### src/rtl/core/i2cblm_pkg.sv
`timescale 1ns / 1ps
// ----------------------------------------------------------------------------
// i2cblm_pkg
// Shared types and constants of the bit-level I2C master core.
// ----------------------------------------------------------------------------
package i2cblm_pkg;

    localparam int CMD_W       = 3;
    localparam int BYTE_W      = 8;
    localparam int HOLD_W      = 16;
    localparam int BIT_CNT_W   = $clog2(BYTE_W);
    localparam int QUEUE_DEPTH = 2;
    localparam int QPTR_W      = $clog2(QUEUE_DEPTH);
    localparam int QCNT_W      = $clog2(QUEUE_DEPTH + 1);

    localparam logic [HOLD_W-1:0] HOLD_RESET = HOLD_W'(10);

    typedef enum logic [CMD_W-1:0] {
        OP_START     = 3'd0,
        OP_STOP      = 3'd1,
        OP_SEND_BYTE = 3'd2,
        OP_RECV_BYTE = 3'd3,
        OP_SEND_ACK  = 3'd4,
        OP_RECV_ACK  = 3'd5
    } op_t;

    typedef enum logic {
        ST_IDLE,
        ST_RUN
    } back_state_t;

    // one classified request as it waits in the queue
    typedef struct packed {
        op_t               op;
        logic [BYTE_W-1:0] tx_byte;
        logic              ack_out;
        logic [BYTE_W-1:0] sda_samples;
    } cmd_entry_t;

    // queue side of the queue/back-end link
    typedef struct packed {
        logic       valid;
        cmd_entry_t entry;
    } queue_head_t;

endpackage

### src/rtl/core/i2cblm_front.sv
`timescale 1ns / 1ps
// ----------------------------------------------------------------------------
// i2cblm_front
// Request intake: takes a request, drops unknown command codes and hands
// the rest to the queue through one register stage.
// ----------------------------------------------------------------------------
module i2cblm_front (
    input  logic                          aclk,
    input  logic                          aresetn,
    input  logic                          s_valid,
    output logic                          s_ready,
    input  logic [i2cblm_pkg::CMD_W-1:0]  s_cmd,
    input  logic [i2cblm_pkg::BYTE_W-1:0] s_tx_byte,
    input  logic                          s_ack_out,
    input  logic [i2cblm_pkg::BYTE_W-1:0] s_sda_samples,
    output logic                          push_valid,
    output i2cblm_pkg::cmd_entry_t        push_entry,
    input  logic                          push_ready
);
    import i2cblm_pkg::*;

    logic       front_valid_reg, front_valid_next;
    cmd_entry_t front_entry_reg, front_entry_next;
    logic       cmd_known;
    logic       load;

    assign cmd_known = (s_cmd <= CMD_W'(OP_RECV_ACK));
    assign s_ready   = !front_valid_reg || push_ready;
    assign load      = s_valid && s_ready && cmd_known;

    always_comb begin
        front_valid_next = front_valid_reg;
        front_entry_next = front_entry_reg;
        if (front_valid_reg && push_ready) begin
            front_valid_next = 1'b0;
        end
        if (load) begin
            front_valid_next             = 1'b1;
            front_entry_next.op          = op_t'(s_cmd);
            front_entry_next.tx_byte     = s_tx_byte;
            front_entry_next.ack_out     = s_ack_out;
            front_entry_next.sda_samples = s_sda_samples;
        end
    end

    always_ff @(posedge aclk) begin
        if (!aresetn) begin
            front_valid_reg <= 1'b0;
        end else begin
            front_valid_reg <= front_valid_next;
        end
        front_entry_reg <= front_entry_next;
    end

    assign push_valid = front_valid_reg;
    assign push_entry = front_entry_reg;

endmodule

### src/rtl/core/i2cblm_queue.sv
`timescale 1ns / 1ps
// ----------------------------------------------------------------------------
// i2cblm_queue
// Short request queue between the intake and the bus sequencer.
// ----------------------------------------------------------------------------
module i2cblm_queue (
    input  logic                    aclk,
    input  logic                    aresetn,
    input  logic                    push_valid,
    input  i2cblm_pkg::cmd_entry_t  push_entry,
    output logic                    push_ready,
    output i2cblm_pkg::queue_head_t head,
    input  logic                    pop
);
    import i2cblm_pkg::*;

    cmd_entry_t        entries_reg [QUEUE_DEPTH];
    logic [QPTR_W-1:0] wr_ptr_reg, wr_ptr_next;
    logic [QPTR_W-1:0] rd_ptr_reg, rd_ptr_next;
    logic [QCNT_W-1:0] count_reg, count_next;
    logic              do_push, do_pop;

    assign push_ready = (count_reg != QCNT_W'(QUEUE_DEPTH));
    assign do_push    = push_valid && push_ready;
    assign do_pop     = pop && (count_reg != '0);

    assign head.valid = (count_reg != '0);
    assign head.entry = entries_reg[rd_ptr_reg];

    always_comb begin
        wr_ptr_next = wr_ptr_reg;
        rd_ptr_next = rd_ptr_reg;
        count_next  = count_reg;
        if (do_push) begin
            wr_ptr_next = (wr_ptr_reg == QPTR_W'(QUEUE_DEPTH - 1)) ? '0
                                                                  : wr_ptr_reg + 1'b1;
        end
        if (do_pop) begin
            rd_ptr_next = (rd_ptr_reg == QPTR_W'(QUEUE_DEPTH - 1)) ? '0
                                                                  : rd_ptr_reg + 1'b1;
        end
        if (do_push && !do_pop) begin
            count_next = count_reg + 1'b1;
        end else if (do_pop && !do_push) begin
            count_next = count_reg - 1'b1;
        end
    end

    always_ff @(posedge aclk) begin
        if (!aresetn) begin
            wr_ptr_reg <= '0;
            rd_ptr_reg <= '0;
            count_reg  <= '0;
        end else begin
            wr_ptr_reg <= wr_ptr_next;
            rd_ptr_reg <= rd_ptr_next;
            count_reg  <= count_next;
        end
        if (do_push) begin
            entries_reg[wr_ptr_reg] <= push_entry;
        end
    end

endmodule

### src/rtl/core/i2cblm_back.sv
`timescale 1ns / 1ps
// ----------------------------------------------------------------------------
// i2cblm_back
// Bus phase sequencer: steps through the phases of one request, holds each
// phase until its programmed hold has run out and registers the result.
// ----------------------------------------------------------------------------
module i2cblm_back (
    input  logic                          aclk,
    input  logic                          aresetn,
    input  logic                          cfg_we,
    input  logic [i2cblm_pkg::HOLD_W-1:0] cfg_wdata,
    input  i2cblm_pkg::queue_head_t       head,
    output logic                          pop,
    output logic                          m_valid,
    input  logic                          m_ready,
    output logic                          m_scl_level,
    output logic                          m_sda_level,
    output logic                          m_last_phase,
    output logic [i2cblm_pkg::BYTE_W-1:0] m_rx_byte,
    output logic                          m_ack_in
);
    import i2cblm_pkg::*;

    back_state_t          state_reg, state_next;
    op_t                  op_reg;
    logic [BYTE_W-1:0]    tx_shift_reg;
    logic                 ack_out_reg;
    logic [BYTE_W-1:0]    samples_reg;
    logic [BIT_CNT_W-1:0] bit_reg;
    logic [1:0]           sub_reg;
    logic [HOLD_W-1:0]    hold_cfg_reg;
    logic [HOLD_W-1:0]    hold_cnt_reg;
    logic                 scl_drive_reg, sda_drive_reg;
    logic                 m_valid_reg;
    logic                 m_scl_reg, m_sda_reg, m_last_reg, m_ack_reg;
    logic [BYTE_W-1:0]    m_rx_reg;

    // decoded current phase
    logic                 ph_is_scl, ph_level, ph_last, ph_bit_step;
    logic [1:0]           ph_sub_next;
    logic                 ph_data;
    logic                 fire;
    logic                 scl_new, sda_new;

    always_comb begin
        ph_is_scl   = 1'b0;
        ph_level    = 1'b1;
        ph_last     = 1'b0;
        ph_bit_step = 1'b0;
        ph_sub_next = sub_reg + 2'd1;
        ph_data     = 1'b1;
        case (op_reg)
            OP_START: begin
                // SDA1, SCL1, SDA0, SCL0
                ph_is_scl = sub_reg[0];
                ph_level  = !sub_reg[1];
                ph_last   = (sub_reg == 2'd3);
            end
            OP_STOP: begin
                // SDA0, SCL1, SDA1
                ph_is_scl = (sub_reg == 2'd1);
                ph_level  = (sub_reg != 2'd0);
                ph_last   = (sub_reg == 2'd2);
            end
            default: begin
                // data bit: SDA data, SCL1, SCL0
                if (op_reg == OP_SEND_BYTE) begin
                    ph_data = tx_shift_reg[BYTE_W-1];
                end else if (op_reg == OP_SEND_ACK) begin
                    ph_data = ack_out_reg;
                end
                ph_is_scl = (sub_reg != 2'd0);
                ph_level  = (sub_reg == 2'd0) ? ph_data : (sub_reg == 2'd1);
                if (sub_reg == 2'd2) begin
                    ph_bit_step = 1'b1;
                    if (op_reg == OP_SEND_BYTE || op_reg == OP_RECV_BYTE) begin
                        ph_last = (bit_reg == BIT_CNT_W'(BYTE_W - 1));
                    end else begin
                        ph_last = 1'b1;
                    end
                    // receive byte releases SDA only once, up front
                    ph_sub_next = (op_reg == OP_RECV_BYTE) ? 2'd1 : 2'd0;
                end
            end
        endcase
    end

    assign scl_new = ph_is_scl ? ph_level : scl_drive_reg;
    assign sda_new = ph_is_scl ? sda_drive_reg : ph_level;

    // next state
    always_comb begin
        state_next = state_reg;
        case (state_reg)
            ST_IDLE: begin
                if (head.valid) begin
                    state_next = ST_RUN;
                end
            end
            ST_RUN: begin
                if (fire && ph_last) begin
                    state_next = ST_IDLE;
                end
            end
            default: begin
                state_next = ST_IDLE;
            end
        endcase
    end

    // state outputs
    always_comb begin
        pop  = 1'b0;
        fire = 1'b0;
        case (state_reg)
            ST_IDLE: begin
                pop = head.valid;
            end
            ST_RUN: begin
                fire = (hold_cnt_reg == '0) && (!m_valid_reg || m_ready);
            end
            default: begin
                pop  = 1'b0;
                fire = 1'b0;
            end
        endcase
    end

    always_ff @(posedge aclk) begin
        if (!aresetn) begin
            state_reg     <= ST_IDLE;
            hold_cfg_reg  <= HOLD_RESET;
            hold_cnt_reg  <= '0;
            scl_drive_reg <= 1'b1;
            sda_drive_reg <= 1'b1;
            m_valid_reg   <= 1'b0;
        end else begin
            state_reg <= state_next;
            if (cfg_we) begin
                hold_cfg_reg <= cfg_wdata;
            end
            if (fire) begin
                hold_cnt_reg  <= (hold_cfg_reg == '0) ? '0 : hold_cfg_reg - 1'b1;
                scl_drive_reg <= scl_new;
                sda_drive_reg <= sda_new;
                m_valid_reg   <= 1'b1;
            end else begin
                if (hold_cnt_reg != '0) begin
                    hold_cnt_reg <= hold_cnt_reg - 1'b1;
                end
                if (m_ready) begin
                    m_valid_reg <= 1'b0;
                end
            end
        end
        if (pop) begin
            op_reg       <= head.entry.op;
            tx_shift_reg <= head.entry.tx_byte;
            ack_out_reg  <= head.entry.ack_out;
            samples_reg  <= head.entry.sda_samples;
            bit_reg      <= '0;
            sub_reg      <= 2'd0;
        end else if (fire) begin
            sub_reg <= ph_sub_next;
            if (ph_bit_step) begin
                bit_reg      <= bit_reg + 1'b1;
                tx_shift_reg <= {tx_shift_reg[BYTE_W-2:0], 1'b0};
            end
        end
        if (fire) begin
            m_scl_reg  <= scl_new;
            m_sda_reg  <= sda_new;
            m_last_reg <= ph_last;
            m_rx_reg   <= (ph_last && op_reg == OP_RECV_BYTE) ? samples_reg : '0;
            m_ack_reg  <= ph_last && (op_reg == OP_RECV_ACK) && samples_reg[BYTE_W-1];
        end
    end

    assign m_valid      = m_valid_reg;
    assign m_scl_level  = m_scl_reg;
    assign m_sda_level  = m_sda_reg;
    assign m_last_phase = m_last_reg;
    assign m_rx_byte    = m_rx_reg;
    assign m_ack_in     = m_ack_reg;

    a_last_ends_run: assert property (@(posedge aclk) disable iff (!aresetn)
        (fire && ph_last) |=> (state_reg == ST_IDLE))
        else $error("sequencer did not return to idle after last phase");

    a_scl_low_after: assert property (@(posedge aclk) disable iff (!aresetn)
        (fire && ph_last && op_reg != OP_STOP) |=> !scl_drive_reg)
        else $error("SCL not held low at end of request");

    a_data_on_last: assert property (@(posedge aclk) disable iff (!aresetn)
        (m_valid_reg && !m_last_reg) |-> (m_rx_reg == '0 && !m_ack_reg))
        else $error("receive data on a non-final phase");

    a_hold_spacing: assert property (@(posedge aclk) disable iff (!aresetn)
        (fire && hold_cfg_reg > HOLD_W'(1) && !cfg_we) |=> !fire)
        else $error("phase emitted before hold time elapsed");

endmodule

### src/rtl/core/i2c_bit_level_master_core.sv
`timescale 1ns / 1ps
// ----------------------------------------------------------------------------
// i2c_bit_level_master_core
// Bit-level open-drain I2C master: turns bus commands into timed phases.
// ----------------------------------------------------------------------------
// A request is delivered as a series of phases on the result side:
// start 4 phases, stop 3, send byte 24, receive byte 17, send ack 3,
// receive ack 3. The hold counter in the phase sequencer sets how long
// each phase lasts; a stalled result channel stretches it, and at a hold
// of 1 the sequencer loads each next request in its idle state, between
// the phases of two requests. Requests are taken at one per cycle
// until the intake register and the two-entry queue are full, so the next
// requests wait for ready while the current one is on the bus. Unknown
// command codes are taken and produce no phases. Level 1 on scl/sda means
// the line is released.
// ----------------------------------------------------------------------------
module i2c_bit_level_master_core (
    input  logic                          aclk,
    input  logic                          aresetn,
    input  logic                          cfg_we,
    input  logic [i2cblm_pkg::HOLD_W-1:0] cfg_wdata,
    input  logic                          s_valid,
    output logic                          s_ready,
    input  logic [i2cblm_pkg::CMD_W-1:0]  s_cmd,
    input  logic [i2cblm_pkg::BYTE_W-1:0] s_tx_byte,
    input  logic                          s_ack_out,
    input  logic [i2cblm_pkg::BYTE_W-1:0] s_sda_samples,
    output logic                          m_valid,
    input  logic                          m_ready,
    output logic                          m_scl_level,
    output logic                          m_sda_level,
    output logic                          m_last_phase,
    output logic [i2cblm_pkg::BYTE_W-1:0] m_rx_byte,
    output logic                          m_ack_in
);
    import i2cblm_pkg::*;

    logic        push_valid, push_ready, pop;
    cmd_entry_t  push_entry;
    queue_head_t head;

    i2cblm_front u_front (
        .aclk          (aclk),
        .aresetn       (aresetn),
        .s_valid       (s_valid),
        .s_ready       (s_ready),
        .s_cmd         (s_cmd),
        .s_tx_byte     (s_tx_byte),
        .s_ack_out     (s_ack_out),
        .s_sda_samples (s_sda_samples),
        .push_valid    (push_valid),
        .push_entry    (push_entry),
        .push_ready    (push_ready)
    );

    i2cblm_queue u_queue (
        .aclk       (aclk),
        .aresetn    (aresetn),
        .push_valid (push_valid),
        .push_entry (push_entry),
        .push_ready (push_ready),
        .head       (head),
        .pop        (pop)
    );

    i2cblm_back u_back (
        .aclk         (aclk),
        .aresetn      (aresetn),
        .cfg_we       (cfg_we),
        .cfg_wdata    (cfg_wdata),
        .head         (head),
        .pop          (pop),
        .m_valid      (m_valid),
        .m_ready      (m_ready),
        .m_scl_level  (m_scl_level),
        .m_sda_level  (m_sda_level),
        .m_last_phase (m_last_phase),
        .m_rx_byte    (m_rx_byte),
        .m_ack_in     (m_ack_in)
    );

endmodule

### config.mk
export PLATFORM = sky130hd
export DESIGN_NAME = i2c_bit_level_master_core
export DESIGN_NICKNAME = d
export VERILOG_FILES = /design/src/rtl/core/i2cblm_pkg.sv /design/src/rtl/core/i2cblm_front.sv /design/src/rtl/core/i2cblm_queue.sv /design/src/rtl/core/i2cblm_back.sv /design/src/rtl/core/i2c_bit_level_master_core.sv
export SDC_FILE = /design/constraint.sdc
export NUM_CORES = 1
export LEC_CHECK = 0
export BUFFER_PORTS_ARGS = -buffer_cell sky130_fd_sc_hd__buf_2
export CORE_MARGIN = 1
export CORE_UTILIZATION = 40
export DETAILED_ROUTE_END_ITERATION = 10
export GPL_ROUTABILITY_DRIVEN = 0
export GPL_TIMING_DRIVEN = 0
export SETUP_SLACK_MARGIN = 0.1
export SYNTH_ARGS = -nofsm -noshare
export SYNTH_HDL_FRONTEND = slang
export SYNTH_HIERARCHICAL = 1
export SYNTH_SLANG_ARGS = --single-unit
### constraint.sdc
create_clock -name aclk -period 2.4 [get_ports aclk]
set_input_delay 0.12 -clock aclk [delete_from_list [all_inputs] [get_ports aclk]]
set_output_delay 0.12 -clock aclk [all_outputs]
set_load 0.005 [all_outputs]
==> flow_metrics.py <==
metrics = {
    "synth": {
        "synth_ff_type": "edfxtp_1",
        "yosys_warnings": 6,
        "syn_inst": 440,
        "ys_ff_latch": 139,
        "synth_edf_count": 92,
        "synth_top_area_cell": "edfxtp_1",
        "synth_area_leaders": "edfxtp_1 48%, dfxtp_1 16%, mux2_2 5.3%",
        "synth_top_cell_area_share": 0.4816,
        "syn-num-nets": 487,
        "syn_avg_cell_area_um2": 13.04,
        "synth-seq-area-share": 0.6456,
        "synth_cell_types": 55,
        "async_flop_share": 0,
        "synth_area_um2": 5737,
    },
    "critical_path": {
        "worstPathArrival_ns": 2.63,
        "cp_max_fo": 5,
        "critPathKind": "flop to flop",
        "critPathCaptureType": "flop",
        "required_ns": 2.74,
        "worstSetupStartpointType": "flop",
    },
    "clock_tree": {
        "root_buffer": "clkbuf_16",
        "htreeDepth": 4,
        "cts_buffers": 17,
        "clock-sinks": 139,
        "insertion_delay_ns": 0.41,
        "cts.path.max_buffers": 2,
        "path_clk_slew_ns": 0.06,
        "cts_tree": "built",
    },
    "sta": {
        "finClkSkew_ns": 0.006261,
        "report.final.hold_viol_count": 0,
        "finalCriticalPeriod_ns": 2.294,
        "setup_viol": 0,
        "tightest_slew_ns": 1.014,
        "rsz0062_at_grt": "yes",
        "drv_slew": 0,
        "fin_crit_sh": 0.9557,
        "fmaxAchievable_mhz": 436.0,
        "relSlewSlack": 0.3238,
    },
    "grt": {
        "first_global_vias": 3877,
        "grtUsageTotal": 0.1636,
        "met1_usage": 0.1976,
        "overflow": 0,
        "grt_max_degree": 23,
        "antenna_found_initial": 0,
        "grtUsageMet2": 0.2684,
        "grt_pass1_wl_mm": 18.20,
        "grt_busiest_layer": "met2",
        "grt.met3_usage": 0.04728,
    },
    "routing": {
        "remaining_drc_errors": 0,
        "dr.pass1.iters": 6,
        "via_count": 3760,
        "drt_iter0_markers": 190,
        "ant_nets": 0,
        "wl_mm": 11.11,
        "avgRoutedWirePerCell_um": 14.77,
        "vias_per_cell": 5.000,
    },
    "cells_and_area": {
        "mostFrequentLayoutCells": "92 x edfxtp_1, 55 x buf_2, 44 x dfxtp_1, 36 x dlygate4sd3_1, 33 x nor2_1",
        "final_area_um2": 7456,
        "nets": 607,
        "area_delta_synth_final_pct": 29.97,
        "largest_reg_flops": 40,
        "drive_above_1_share": 0.2867,
        "layout.cells.most_common": "edfxtp_1",
        "fin_util": 0.5351,
        "n_antenna_cell": 0,
    },
    "outcome": {
        "status": "completed",
    },
    "placed_design": {
        "portBuffers": 53,
        "hpwl_mm": 7.095,
        "placed_area_um2": 6255,
    },
    "power": {
        "p_per_area_nw_per_um2": 1103,
        "cellLeakagePower_nw": 2.846,
        "ir_drop_mv": 0.6116,
    },
    "floorplan": {
        "core_um2": 13930,
        "num_rows": 43,
        "dieArea_um2": 14820,
        "ios": 55,
        "die_w_um": 121.8,
        "initial_core_util": 0.4117,
        "dieHeight_um": 121.8,
    },
    "run": {
        "maxCapViolations": 0,
    },
    "min_path": {
        "hp-class": "input pin to flop",
    },
}
## through the flow
step | power, W | worst slack [ns] | instances | setup TNS (ns) | hold slack [ns]
global route | 0.008645 | 0.01821 | 752 | 0 | 0.07405
finish | 0.008221 | 0.1064 | 752 | 0 | 0.07095
floorplan | 0.004668 | 0.09451 | 440 | 0 | 0.2189
CTS | 0.008136 | 0.09370 | 748 | 0 | 0.06817
global placement | 0.005071 | -0.2620 | 673 | -6.661 | 0.2959
detailed placement | 0.005134 | -0.3288 | 674 | -5.828 | 0.2985
## worst paths after layout
check / end / depth (start not counted) / slack, ns / start
min reg2reg: u_queue/entries_reg[1][7] / 0 / 0.44 / u_front/push_entry[7]
max: u_back/hold_cnt_reg[8] / 6 / 0.11 / u_back/hold_cnt_reg[7]
min: u_queue/wr_ptr_reg / 2 / 0.07 / aresetn
max reg2reg: u_back/hold_cnt_reg[8] / 6 / 0.11 / u_back/hold_cnt_reg[7]
## Yosys cell counts, drive strengths merged, types with 8 or more instances
cell type  instances
edfxtp            92
dfxtp             47
nor2              33
mux2              27
nand2             27
mux2i             18
a21oi             17
and2              14
clkbuf            14
xnor2             13
xor2              13
o21ai             12
nor4              10
inv                9
nand2b             8
nor3               8
## layer usage
| layer | wire length, um | vias up | part of all wire |
|---|---|---|---|
| li1 | - | 1854 | - |
| met1 | 4909 | 1803 | 0.44 |
| met2 | 5555 | 85 | 0.50 |
| met3 | 444 | 18 | 0.040 |
| met4 | 196 | 0 | 0.018 |
| met5 | 0 | - | 0 |
## worst max-delay path, cell delays in order, from the launching register on
cell and delay [ns]:
dfxtp_2 0.34, or4_4 0.54, buf_6 0.15, or4_4 0.58, buf_6 0.15, or3_4 0.33
a21oi_2 0.13
## area by class of cell
class	count	area, um^2
buffer	18	117.6
clock buffer	17	425.4
clock inverter	14	193.9
fill	1156	6479
inverter	9	38.79
multi-input combinational	274	2021
sequential	139	3707
tap	180	225.2
timing repair buffer	101	726.9
## timing repair
| action | CTS | global route |
|---|---|---|
| setup buffers | 7 | 4 |
| gates cloned | 0 | 0 |
| endpoints found under the setup margin | 36 | 41 |
| hold buffers | 36 | 0 |
| resized for setup | 21 | 22 |
| pin swaps | 4 | 3 |
| endpoints found under the hold margin | 36 | 0 |
## cells by family after synthesis
| kind of cell | Yosys count | synth area share |
|---|---|---|
| xor gates and xnor gates | 26 | 0.03969 |
| adders and majority gates | 6 | 0.01309 |
| AOI/OAI and AO/OA | 55 | 0.06303 |
| DFF | 139 | 0.6456 |
| buffers and inverters | 27 | 0.01963 |
| muxes | 45 | 0.08440 |
| and+or+nand+nor | 142 | 0.1346 |
## power breakdown
part           leakage [nW]  internal (W)  total, W  switching [W]
Combinational          1.29       0.00108   0.00223        0.00115
Sequential             1.25       0.00306   0.00329       0.000224
Clock                 0.302       0.00174   0.00271       0.000968
Power figures use the tool's default switching activity.
